<file path="config.mk">
export PLATFORM = sky130hd
export DESIGN_NAME = image_crop_mirror_normalize
export DESIGN_NICKNAME = d
export VERILOG_FILES = /design/src/rtl/icmn_pkg.sv /design/src/rtl/icmn_crop.sv /design/src/rtl/image_crop_mirror_normalize.sv
export SDC_FILE = /design/constraint.sdc
export NUM_CORES = 2
export LEC_CHECK = 0
export BUFFER_PORTS_ARGS = -buffer_cell sky130_fd_sc_hd__buf_4
export CORE_ASPECT_RATIO = 1.4
export CORE_MARGIN = 1
export CORE_UTILIZATION = 50
export DETAILED_ROUTE_END_ITERATION = 8
export GPL_ROUTABILITY_DRIVEN = 0
export GPL_TIMING_DRIVEN = 0
export PLACE_DENSITY = 0.67
export RECOVER_POWER = 50
export SLEW_MARGIN = 10
export SYNTH_ARGS = -nofsm -noshare
export SYNTH_HDL_FRONTEND = slang
export SYNTH_SLANG_ARGS = --single-unit
</file>
<file path="constraint.sdc">
create_clock -name clk -period 16.85 [get_ports clk]
set_input_delay 1.685 -clock clk [delete_from_list [all_inputs] [get_ports clk]]
set_output_delay 1.685 -clock clk [all_outputs]
set_load 0.03 [all_outputs]
</file>
<file path="src/rtl/icmn_pkg.sv">
// Shared types and constants for the image crop, mirror and normalize block.
// Used by icmn_crop and image_crop_mirror_normalize; depends on nothing.
package icmn_pkg;

  localparam int MAX_DIM_DEF      = 1024;
  localparam int MAX_CHANNELS_DEF = 4;

  localparam int CFG_IDX_W  = 3;
  localparam int CFG_DATA_W = 48;
  localparam int ADDR_W     = 22;
  localparam int MEAN_W     = 12;

  // Configuration register indexes.
  typedef enum logic [CFG_IDX_W-1:0] {
    REG_CROP_SIZE  = 3'd0,
    REG_IMG_HEIGHT = 3'd1,
    REG_IMG_WIDTH  = 3'd2,
    REG_CHANNELS   = 3'd3,
    REG_CH_MEANS   = 3'd4,
    REG_SCALE      = 3'd5,
    REG_MODE       = 3'd6
  } cfg_reg_e;

  // Mean select codes, mode bits 1:0.
  typedef enum logic [1:0] {
    MEAN_NONE  = 2'd0,
    MEAN_CHAN  = 2'd1,
    MEAN_PIXEL = 2'd2
  } mean_sel_e;

  localparam logic [10:0] CROP_SIZE_RST  = 11'd0;
  localparam logic [10:0] IMG_HEIGHT_RST = 11'd256;
  localparam logic [10:0] IMG_WIDTH_RST  = 11'd256;
  localparam logic [2:0]  CHANNELS_RST   = 3'd3;
  localparam logic [47:0] CH_MEANS_RST   = 48'd0;
  localparam logic [23:0] SCALE_RST      = 24'd65536;
  localparam logic [3:0]  MODE_RST       = 4'd0;

  localparam logic signed [31:0] VALUE_MAX = 32'sh7FFF_FFFF;
  localparam logic signed [31:0] VALUE_MIN = 32'sh8000_0000;

  typedef struct packed {
    logic [7:0]  pixel;
    logic [11:0] pixel_mean;
    logic        first;
    logic [9:0]  rand_row_off;
    logic [9:0]  rand_col_off;
    logic        rand_mirror;
  } in_word_t;

  typedef struct packed {
    logic [ADDR_W-1:0]  out_addr;
    logic signed [31:0] out_value;
    logic               last;
  } out_word_t;

  // Window decision for the byte being accepted.
  typedef struct packed {
    logic keep;
    logic last;
  } crop_flags_t;

endpackage

</file>
<file path="src/rtl/icmn_crop.sv">
// Position tracking for the crop window: row, column and channel counters,
// latched crop origin and mirror flag. Depends on icmn_pkg.
module icmn_crop
  import icmn_pkg::*;
#(
  parameter int MAX_DIM      = MAX_DIM_DEF,
  parameter int MAX_CHANNELS = MAX_CHANNELS_DEF
) (
  input  logic                    clk,
  input  logic                    rst,
  input  logic                    accept,
  input  in_word_t                word,
  input  logic [$clog2(MAX_DIM+1)-1:0]      eff_h,
  input  logic [$clog2(MAX_DIM+1)-1:0]      eff_w,
  input  logic [$clog2(MAX_CHANNELS+1)-1:0] eff_c,
  input  logic [$clog2(MAX_DIM+1)-1:0]      crop_h,
  input  logic [$clog2(MAX_DIM+1)-1:0]      crop_w,
  input  logic                    train,
  input  logic                    mirror_en,
  output crop_flags_t             flags,
  output logic [$clog2(MAX_DIM)-1:0] h,
  output logic [$clog2(MAX_DIM)-1:0] wo,
  output logic [((MAX_CHANNELS > 1) ? $clog2(MAX_CHANNELS) : 1)-1:0] k
);

  localparam int DW   = $clog2(MAX_DIM+1);
  localparam int OW   = $clog2(MAX_DIM);
  localparam int CH_W = (MAX_CHANNELS > 1) ? $clog2(MAX_CHANNELS) : 1;

  logic [OW-1:0]   row_count, col_count;
  logic [CH_W-1:0] chan_count;
  logic [OW-1:0]   row_offset, col_offset;
  logic            mirror_on;

  logic [DW-1:0]   slack_h, slack_w;
  logic [OW-1:0]   new_row_off, new_col_off;
  logic [OW-1:0]   r, c, off_r, off_c, w;
  logic            mir;
  logic            in_row, in_col, in_chan;
  logic [CH_W:0]   k_inc;
  logic [OW:0]     c_inc, r_inc;
  logic [OW-1:0]   row_count_next, col_count_next;
  logic [CH_W-1:0] chan_count_next;

  assign slack_h = eff_h - crop_h;
  assign slack_w = eff_w - crop_w;

  // Test phase centers the window; train phase takes the offered offset,
  // held to the available slack.
  always_comb begin
    if (train) begin
      new_row_off = (32'(word.rand_row_off) > 32'(slack_h)) ? OW'(slack_h)
                                                             : OW'(word.rand_row_off);
      new_col_off = (32'(word.rand_col_off) > 32'(slack_w)) ? OW'(slack_w)
                                                             : OW'(word.rand_col_off);
    end else begin
      new_row_off = OW'(slack_h >> 1);
      new_col_off = OW'(slack_w >> 1);
    end
  end

  assign r     = word.first ? '0 : row_count;
  assign c     = word.first ? '0 : col_count;
  assign k     = word.first ? '0 : chan_count;
  assign off_r = word.first ? new_row_off : row_offset;
  assign off_c = word.first ? new_col_off : col_offset;
  assign mir   = word.first ? (mirror_en & word.rand_mirror) : mirror_on;

  assign h = r - off_r;
  assign w = c - off_c;

  assign in_row  = (r >= off_r) && (32'(h) < 32'(crop_h));
  assign in_col  = (c >= off_c) && (32'(w) < 32'(crop_w));
  assign in_chan = 32'(k) < 32'(eff_c);

  assign wo = mir ? OW'(crop_w - DW'(1) - DW'(w)) : w;

  assign flags.keep = in_row && in_col && in_chan;
  assign flags.last = (DW'(h) == crop_h - DW'(1)) && (DW'(w) == crop_w - DW'(1)) &&
                      (32'(k) == 32'(eff_c) - 32'd1);

  // Counters step through HWC order and wrap past the image's last byte.
  always_comb begin
    k_inc           = (CH_W+1)'(k) + 1'b1;
    c_inc           = (OW+1)'(c) + 1'b1;
    r_inc           = (OW+1)'(r) + 1'b1;
    chan_count_next = k_inc[CH_W-1:0];
    col_count_next  = c;
    row_count_next  = r;
    if (32'(k_inc) >= 32'(eff_c)) begin
      chan_count_next = '0;
      col_count_next  = c_inc[OW-1:0];
      if (32'(c_inc) >= 32'(eff_w)) begin
        col_count_next = '0;
        row_count_next = r_inc[OW-1:0];
        if (32'(r_inc) >= 32'(eff_h)) begin
          row_count_next = '0;
        end
      end
    end
  end

  always_ff @(posedge clk) begin
    if (rst) begin
      row_count  <= '0;
      col_count  <= '0;
      chan_count <= '0;
      row_offset <= '0;
      col_offset <= '0;
      mirror_on  <= 1'b0;
    end else if (accept) begin
      row_count  <= row_count_next;
      col_count  <= col_count_next;
      chan_count <= chan_count_next;
      if (word.first) begin
        row_offset <= new_row_off;
        col_offset <= new_col_off;
        mirror_on  <= mirror_en & word.rand_mirror;
      end
    end
  end

endmodule

</file>
<file path="src/rtl/image_crop_mirror_normalize.sv">
// Image crop, mirror and mean-subtract with HWC to CHW addressing.
// Path: a kept byte's word passes the stage 1, stage 2 and output registers before it is
// shown on res_valid.
// Throughput: one source byte per cycle; the three-stage pipeline (window and mean
// subtract, address and scale multipliers, final address and saturation) collapses
// bubbles, and src_stall rises only when all three stages hold a word and the last is stalled.
// Reset (rst, synchronous) restores the register defaults and clears counters.
module image_crop_mirror_normalize
  import icmn_pkg::*;
#(
  parameter int MAX_DIM      = MAX_DIM_DEF,
  parameter int MAX_CHANNELS = MAX_CHANNELS_DEF
) (
  input  logic                  clk,
  input  logic                  rst,
  input  logic                  cfg_we,
  input  logic [CFG_IDX_W-1:0]  cfg_index,
  input  logic [CFG_DATA_W-1:0] cfg_data,
  input  logic                  src_valid,
  output logic                  src_stall,
  input  in_word_t              src_word,
  output logic                  res_valid,
  input  logic                  res_stall,
  output out_word_t             res_word
);

  localparam int DW   = $clog2(MAX_DIM+1);
  localparam int OW   = $clog2(MAX_DIM);
  localparam int CH_W = (MAX_CHANNELS > 1) ? $clog2(MAX_CHANNELS) : 1;
  localparam int CW   = $clog2(MAX_CHANNELS+1);
  localparam int BW   = CH_W + DW + 1;
  localparam int AP_W = (BW + DW + 1 > ADDR_W) ? BW + DW + 1 : ADDR_W;

  // Configuration registers.
  logic [10:0] crop_edge, src_rows, src_cols;
  logic [2:0]  channels;
  logic [47:0] channel_means;
  logic [23:0] scale;
  logic [3:0]  mode;

  always_ff @(posedge clk) begin
    if (rst) begin
      crop_edge     <= CROP_SIZE_RST;
      src_rows      <= IMG_HEIGHT_RST;
      src_cols      <= IMG_WIDTH_RST;
      channels      <= CHANNELS_RST;
      channel_means <= CH_MEANS_RST;
      scale         <= SCALE_RST;
      mode          <= MODE_RST;
    end else if (cfg_we) begin
      unique case (cfg_index)
        REG_CROP_SIZE:  crop_edge     <= cfg_data[10:0];
        REG_IMG_HEIGHT: src_rows      <= cfg_data[10:0];
        REG_IMG_WIDTH:  src_cols      <= cfg_data[10:0];
        REG_CHANNELS:   channels      <= cfg_data[2:0];
        REG_CH_MEANS:   channel_means <= cfg_data[47:0];
        REG_SCALE:      scale         <= cfg_data[23:0];
        REG_MODE:       mode          <= cfg_data[3:0];
        default: ;
      endcase
    end
  end

  // Effective geometry from the registers.
  logic [DW-1:0] eff_h, eff_w, crop_h, crop_w;
  logic [CW-1:0] eff_c;

  always_comb begin
    if (src_rows == '0) begin
      eff_h = DW'(1);
    end else if (32'(src_rows) > 32'(MAX_DIM)) begin
      eff_h = DW'(MAX_DIM);
    end else begin
      eff_h = DW'(src_rows);
    end
    if (src_cols == '0) begin
      eff_w = DW'(1);
    end else if (32'(src_cols) > 32'(MAX_DIM)) begin
      eff_w = DW'(MAX_DIM);
    end else begin
      eff_w = DW'(src_cols);
    end
    if (channels == '0) begin
      eff_c = CW'(1);
    end else if (32'(channels) > 32'(MAX_CHANNELS)) begin
      eff_c = CW'(MAX_CHANNELS);
    end else begin
      eff_c = CW'(channels);
    end
    // A zero crop or one larger than the image keeps the whole edge.
    crop_h = (crop_edge == '0 || 32'(crop_edge) > 32'(eff_h)) ? eff_h : DW'(crop_edge);
    crop_w = (crop_edge == '0 || 32'(crop_edge) > 32'(eff_w)) ? eff_w : DW'(crop_edge);
  end

  // Pipeline flow control: each stage moves when it is empty or its successor moves.
  logic v1, v2, v3;
  logic adv1, adv2, adv3;
  logic accept;

  assign adv3      = !v3 || !res_stall;
  assign adv2      = !v2 || adv3;
  assign adv1      = !v1 || adv2;
  assign src_stall = !adv1;
  assign accept    = src_valid && adv1;

  // Stage 0: window position and mean subtraction.
  crop_flags_t     flags;
  logic [OW-1:0]   pos_h, pos_wo;
  logic [CH_W-1:0] pos_k;
  logic [1:0]      mean_idx;
  logic [MEAN_W-1:0] mean;
  logic signed [12:0] diff;

  icmn_crop #(
    .MAX_DIM      (MAX_DIM),
    .MAX_CHANNELS (MAX_CHANNELS)
  ) u_crop (
    .clk       (clk),
    .rst       (rst),
    .accept    (accept),
    .word      (src_word),
    .eff_h     (eff_h),
    .eff_w     (eff_w),
    .eff_c     (eff_c),
    .crop_h    (crop_h),
    .crop_w    (crop_w),
    .train     (mode[2]),
    .mirror_en (mode[3]),
    .flags     (flags),
    .h         (pos_h),
    .wo        (pos_wo),
    .k         (pos_k)
  );

  assign mean_idx = 2'(pos_k);

  always_comb begin
    unique case (mode[1:0])
      MEAN_CHAN:  mean = channel_means[mean_idx*MEAN_W +: MEAN_W];
      MEAN_PIXEL: mean = src_word.pixel_mean;
      default:    mean = '0;
    endcase
  end

  assign diff = $signed({1'b0, src_word.pixel, 4'b0000}) - $signed({1'b0, mean});

  // Stage 1 registers.
  logic [OW-1:0]      h1, wo1;
  logic [CH_W-1:0]    k1;
  logic               last1;
  logic signed [12:0] diff1;

  always_ff @(posedge clk) begin
    if (rst) begin
      v1 <= 1'b0;
    end else if (adv1) begin
      v1 <= accept && flags.keep;
    end
  end

  always_ff @(posedge clk) begin
    if (adv1) begin
      h1    <= pos_h;
      wo1   <= pos_wo;
      k1    <= pos_k;
      last1 <= flags.last;
      diff1 <= diff;
    end
  end

  // Stage 2: channel plane base and the scale product.
  logic [BW-1:0]      base2;
  logic [OW-1:0]      wo2;
  logic               last2;
  logic signed [37:0] prod2;

  always_ff @(posedge clk) begin
    if (rst) begin
      v2 <= 1'b0;
    end else if (adv2) begin
      v2 <= v1;
    end
  end

  always_ff @(posedge clk) begin
    if (adv2) begin
      base2 <= BW'(BW'(k1) * BW'(crop_h)) + BW'(h1);
      wo2   <= wo1;
      last2 <= last1;
      prod2 <= 38'(diff1) * $signed({14'd0, scale});
    end
  end

  // Stage 3: row address, floor shift to Q15.16 and saturation.
  logic [AP_W-1:0]    addr_full;
  logic signed [37:0] shifted;
  logic signed [31:0] value;

  assign addr_full = AP_W'(base2) * AP_W'(crop_w) + AP_W'(wo2);
  assign shifted   = prod2 >>> 4;

  always_comb begin
    if (shifted > 38'(VALUE_MAX)) begin
      value = VALUE_MAX;
    end else if (shifted < 38'(VALUE_MIN)) begin
      value = VALUE_MIN;
    end else begin
      value = shifted[31:0];
    end
  end

  always_ff @(posedge clk) begin
    if (rst) begin
      v3 <= 1'b0;
    end else if (adv3) begin
      v3 <= v2;
    end
  end

  always_ff @(posedge clk) begin
    if (adv3) begin
      res_word.out_addr  <= addr_full[ADDR_W-1:0];
      res_word.out_value <= value;
      res_word.last      <= last2;
    end
  end

  assign res_valid = v3;

endmodule

</file>
## Word level (Yosys, flattened, before mapping)

Index checks and enable logic that the tools add are counted.

- Shifts and indexed selects: 1
- Add/sub/neg operators: 14
- Eq/ne operators: 11
- Reduce and logical (&&, ||, !) cells: 30
- Bitwise gates (word level): 1
- Multipliers: 4
- Magnitude comparators: 17
- Mux-type cells: 27

Operator list:

| cell | count |
|---|---|
| two-way mux 10 bit | 14 |
| two-way mux 11 bit | 6 |
| variable part select 48 x 7 -> 12 bit | 1 |
| multiplier 13 x 25 -> 38 bit | 1 |
| greater-than comparator 34 x 32 -> 1 bit (second input constant) | 1 |
| less-than comparator 34 x 32 -> 1 bit (second input constant) | 1 |
| logical NOT 11 bit | 3 |
| equality test 2 x 32 -> 1 bit | 1 |
| two-way mux 32 bit | 1 |
| subtractor 10 bit | 3 |
| case mux 12 bit (2 select lines) | 1 |
| adder 10 x 1 -> 11 bit (second input constant) | 2 |
| adder 22 x 10 -> 22 bit | 1 |
| equality test 10 x 11 -> 1 bit | 2 |
| >= comparator 11 bit | 2 |
| greater-than comparator 10 x 11 -> 1 bit | 2 |
| greater-than comparator 11 bit | 2 |
| greater-than comparator 11 bit (second input constant) | 2 |
| less-than comparator 10 x 11 -> 1 bit | 2 |
| multiplier 14 x 11 -> 22 bit | 1 |
| subtractor 11 x 1 -> 11 bit (second input constant) | 2 |
| subtractor 11 bit | 2 |
| >= comparator 10 bit | 2 |
| adder 13 x 10 -> 14 bit | 1 |
| other kinds (22) | 49 |

- Input bits: 98
- Logic and storage cells: 133
- Output and inout port bits: 57
- Register bits: 312

## Longest topological paths before layout

- Depth in word-level cells: 17
- Mapped depth: 57
- Gate-level depth less buffers: 55

## By module

A second synthesis with hierarchy kept.

- Cell total of the unflattened synthesis: 3826
- Area, all modules: 34167.8 um^2

Modules (own cells, without submodules):

| module | instances | area each (um^2) | cells an instance | sequential area each (um^2) |
|---|---|---|---|---|
| image_crop_mirror_normalize | 1 | 26571.7 | 2845 | 6776.5 |
| icmn_crop | 1 | 7596.0 | 981 | 860.8 |

## Least setup slack after synthesis

Ideal clock, no wire load.

- Kind: register to register
- Start point: reg src_cols[10]
- End point: reg last1, data pin
- Period minus slack after synthesis: 9.961 ns
- Arrival time: 9.803 ns
- Setup slack: 6.889 ns
- Cell stages (with the launch flop): 54
- Buffers on the path: 2
- Required time: 16.692 ns
- Library setup time: 0.158 ns
- Path through: dfxtp_1 > clkinv_1 > nand2_1 > ha_1 > nor2b_1 > o21a_1 > o21a_1 > o21a_1 > o21ai_0 > a21oi_1 > o21ba_2 > nor2_1 > clkbuf_1 > o21ai_1 > clkbuf_1 > inv_1 > ha_1 > nor2b_1 > (+18 left out) > fa_1 > o21ai_0 > a21o_1 > a21o_1 > a21o_1 > a21o_1 > xnor2_1 > ha_1 > nand4_1 > nor2_1 > nand4b_1 > nor3_1 > o221ai_1 > nor4_1 > o211ai_1 > nor4bb_1 > nand3_1 > a211oi_2

RTL lines:

| element | RTL line | text |
|---|---|---|
| from (decl) | image_crop_mirror_normalize.sv:35 | `logic [10:0] crop_edge, src_rows, src_cols;` |
| from (signal assigned) | image_crop_mirror_normalize.sv:54 | `REG_IMG_WIDTH: src_cols <= cfg_data[10:0];` |
| to (signal assigned) | image_crop_mirror_normalize.sv:166 | `last1 <= flags.last;` |
| to (decl) | image_crop_mirror_normalize.sv:150 | `logic last1;` |

==> metrics.txt <==
CTS tree done; maximum root-to-sink buffer count 3; Required @ worst endpoint 17.26 ns; Post-synth ARST share 0; Final min period 13.19 ns; Final Hold Vio Count 0; hold_buf cts 0; peak supply drop approximately 0.074 mV; cts repair resizes 0; Final TNS setup 0 ns; post-CTS setup buffers 0; Worst EP arrival between 10 and 15 ns; CTS Sinks 307; worst rel slew slack -1.25; clock latency on the worst-skew pair 0.57 ns; reg2reg end last1; Core Region ~66000 µm²; number of global-route vias before repair 26700; root buf cell clkbuf_16; DR DRC count 10; worst-margin pin slew 3.38 ns; Seq/Total Area, Yosys 0.228; CP most frequent cell a21o_1; largest area contributor in the netlist fa_1; Detailed Place HPWL roughly 76 mm; CP max stage delay 0.96 ns; Synth warnings 0; Starting Density 0.508; initial antenna violation count 3; share of post-route cells with drive strength above 1 0.0647; WHS Path Cells 0; Place WS 3.95 ns; vias per cell 5.48; H-tree Lvls 2; Layout Nets about 4800; Tot Pwr between 3 and 4 mW; drt pass-1 iters 7; Worst setup SP type register; Slew Viols, Final 114; clock transition at the registers of the reported paths roughly 0.070 ns; Pwr Density between 80 and 90 nW/µm²; syn_area_per_cell 8.84 µm²; LEAKAGE 16.9 nW; Worst Skew 0.0178 ns; Post-Syn Nets 4577; fmax 75.8 MHz; vias post-DR approximately 27000; number of buffers created by CTS 34; total gr overflow 0; DR WL/cell 19.0 µm; largest net degree at the start of global routing 58; Setup WS post-layout 3.66 ns; reg2reg start src_cols[10]; IO Port Bufs 153; P&R area growth vs syn 9.81%; Area contributors post-synth fa_1, edfxtp_1, ha_1; WHS Endpoint wo2[6]; Post-synth EDFFs 149; Total Wirelength 92.3 mm; Routed Antenna Nets 0; main flop type after synthesis dfxtp_1; unrepaired setup endpoints after global routing no; failing checks DRC, capacitance limit, slew limit; # rows 111; Yosys reg bits 307; Worst path slowest cell o21ai_1; hold crit path type reg2reg; run status finished, violations left; Post-Syn Instances 3786; number of DRC markers in iteration 0 1685; # fillers 6230; Die ar. between 60000 and 70000 µm²; top cell type's share of synthesized area 0.217; crit path max fanout 10; worst hold start wo1[6]; FF-to-FF setup slack approximately 3.7 ns; max-capacitance violation count 2; Synth cell types 104; I/O pin count 155; die width 221 µm; global-route wire length before repair 145 mm; Critical Path End Type register; crit share post-route 0.783; GRT Util Overall 0.278; Crit Path Category reg2reg; most frequent cell after synthesis nand2_1; synth cell count leaders nand2_1, inv_1, fa_1, ha_1, nor2_1; Final setup violation count 0; Reg2Reg Depth 52; Mapped Area 33500 µm²; Die Y around 310 µm
==> cell usage in the layout, fill, tap and decap left out, drive strengths merged, types with 11 or more instances in the layout <==
cell    instances
o21a           23
mux2i          48
nand4          16
a31oi          11
nor2b          68
ha            330
and2          158
nor2          231
clkinv         12
clkbuf        212
xor2           43
nand3          46
nand2         623
dfxtp         158
a211oi         28
inv           506
a21oi         229
a21boi         12
or2            13
and3           18
a32oi          13
xnor2         110
buf           151
a21o           57
nand2b         58
edfxtp        149
fa            363
o21bai         23
a22oi          16
nor3           39
o21ai         103
==> cell families (layout without fill, tap and decap cells) <==
kind of cell | after synthesis | count (layout) | synth area share
adders and majority gates | 698 | 698 | 0.342
muxes | 52 | 52 | 0.0160
DFF | 307 | 307 | 0.228
AOI/OAI and AO/OA | 579 | 579 | 0.111
buffers and inverters | 670 | 889 | 0.0768
and+or+nand+nor | 1325 | 1325 | 0.184
other | 0 | 3 | 0
xor gates and xnor gates | 155 | 155 | 0.0414
==> where the power goes <==
part,internal [mW],switching (mW)
clock network,0.423,0.342
logic,0.557,0.831
registers,0.935,0.0499
total,1.92,1.22
==> worst max path at each step <==
| stage | slack (ns) | cells after the start | to | start |
|---|---|---|---|---|
| after floorplan | 6.89 | 53 | last1 | src_cols[10] |
| after global placement | 4.12 | 52 | last1 | src_cols[10] |
| after detailed placement | 3.95 | 52 | last1 | src_cols[10] |
| after CTS | 3.89 | 52 | last1 | src_cols[10] |
| after global routing | 2.93 | 52 | last1 | src_cols[10] |
| final | 3.66 | 52 | last1 | src_cols[10] |
==> per-layer routing <==
metal,vias up,part of all wire,GRT usage
li1,12700,-,-
met2,872,0.49,0.477
met1,12800,0.39,0.326
met5,-,0,0
met3,297,0.049,0.0287
met4,0,0.074,0.184
==> per-stage QoR <==
stage / hold slack (ns) / utilization / std cells / cell area [µm²]
after floorplan: 0.400 / - / 3786 / 33500
after CTS: 0.420 / 0.560 / 4852 / 36900
after global routing: 0.428 / 0.558 / 4855 / 36700
after global placement: 0.404 / 0.542 / 4786 / 35700
after detailed placement: 0.405 / 0.543 / 4790 / 35800
final: 0.420 / 0.558 / 4855 / 36700
==> cell type report <==
type | count | area [µm²] | area share
Clock inverter | 22 | 208 | 0.00565
Tap cell | 847 | 1060 | 0.0288
Multi-Input combinational cell | 2809 | 23300 | 0.633
Antenna cell | 3 | 7.51 | 0.000204
Sequential cell | 307 | 7640 | 0.208
Buffer | 167 | 682 | 0.0186
Inverter | 503 | 1890 | 0.0514
Timing Repair Buffer | 157 | 1100 | 0.0298
Clock buffer | 40 | 905 | 0.0246
==> flip-flops by register name (all words and copies together), names as in the netlist, 3 cells and up <==
register,count
base2,13
channel_means,48
channels,3
crop_edge,11
diff1,13
h1,10
mode,4
prod2,34
res_word,55
scale,24
src_cols,11
src_rows,11
u_crop.col_count,10
u_crop.col_offset,10
u_crop.row_count,10
u_crop.row_offset,10
wo1,10
wo2,10
==> worst max-delay path: cells and delay by family (launching register included) <==
kind | cells | cell delay [ns]
buf+inv | 4 | 1.34
fa+ha+maj | 7 | 2.35
mux | 3 | 0.74
compound gates | 21 | 4.61
flops | 1 | 0.61
xor+xnor | 2 | 0.42
simple gates | 15 | 2.97
Power figures use the tool's default switching activity.
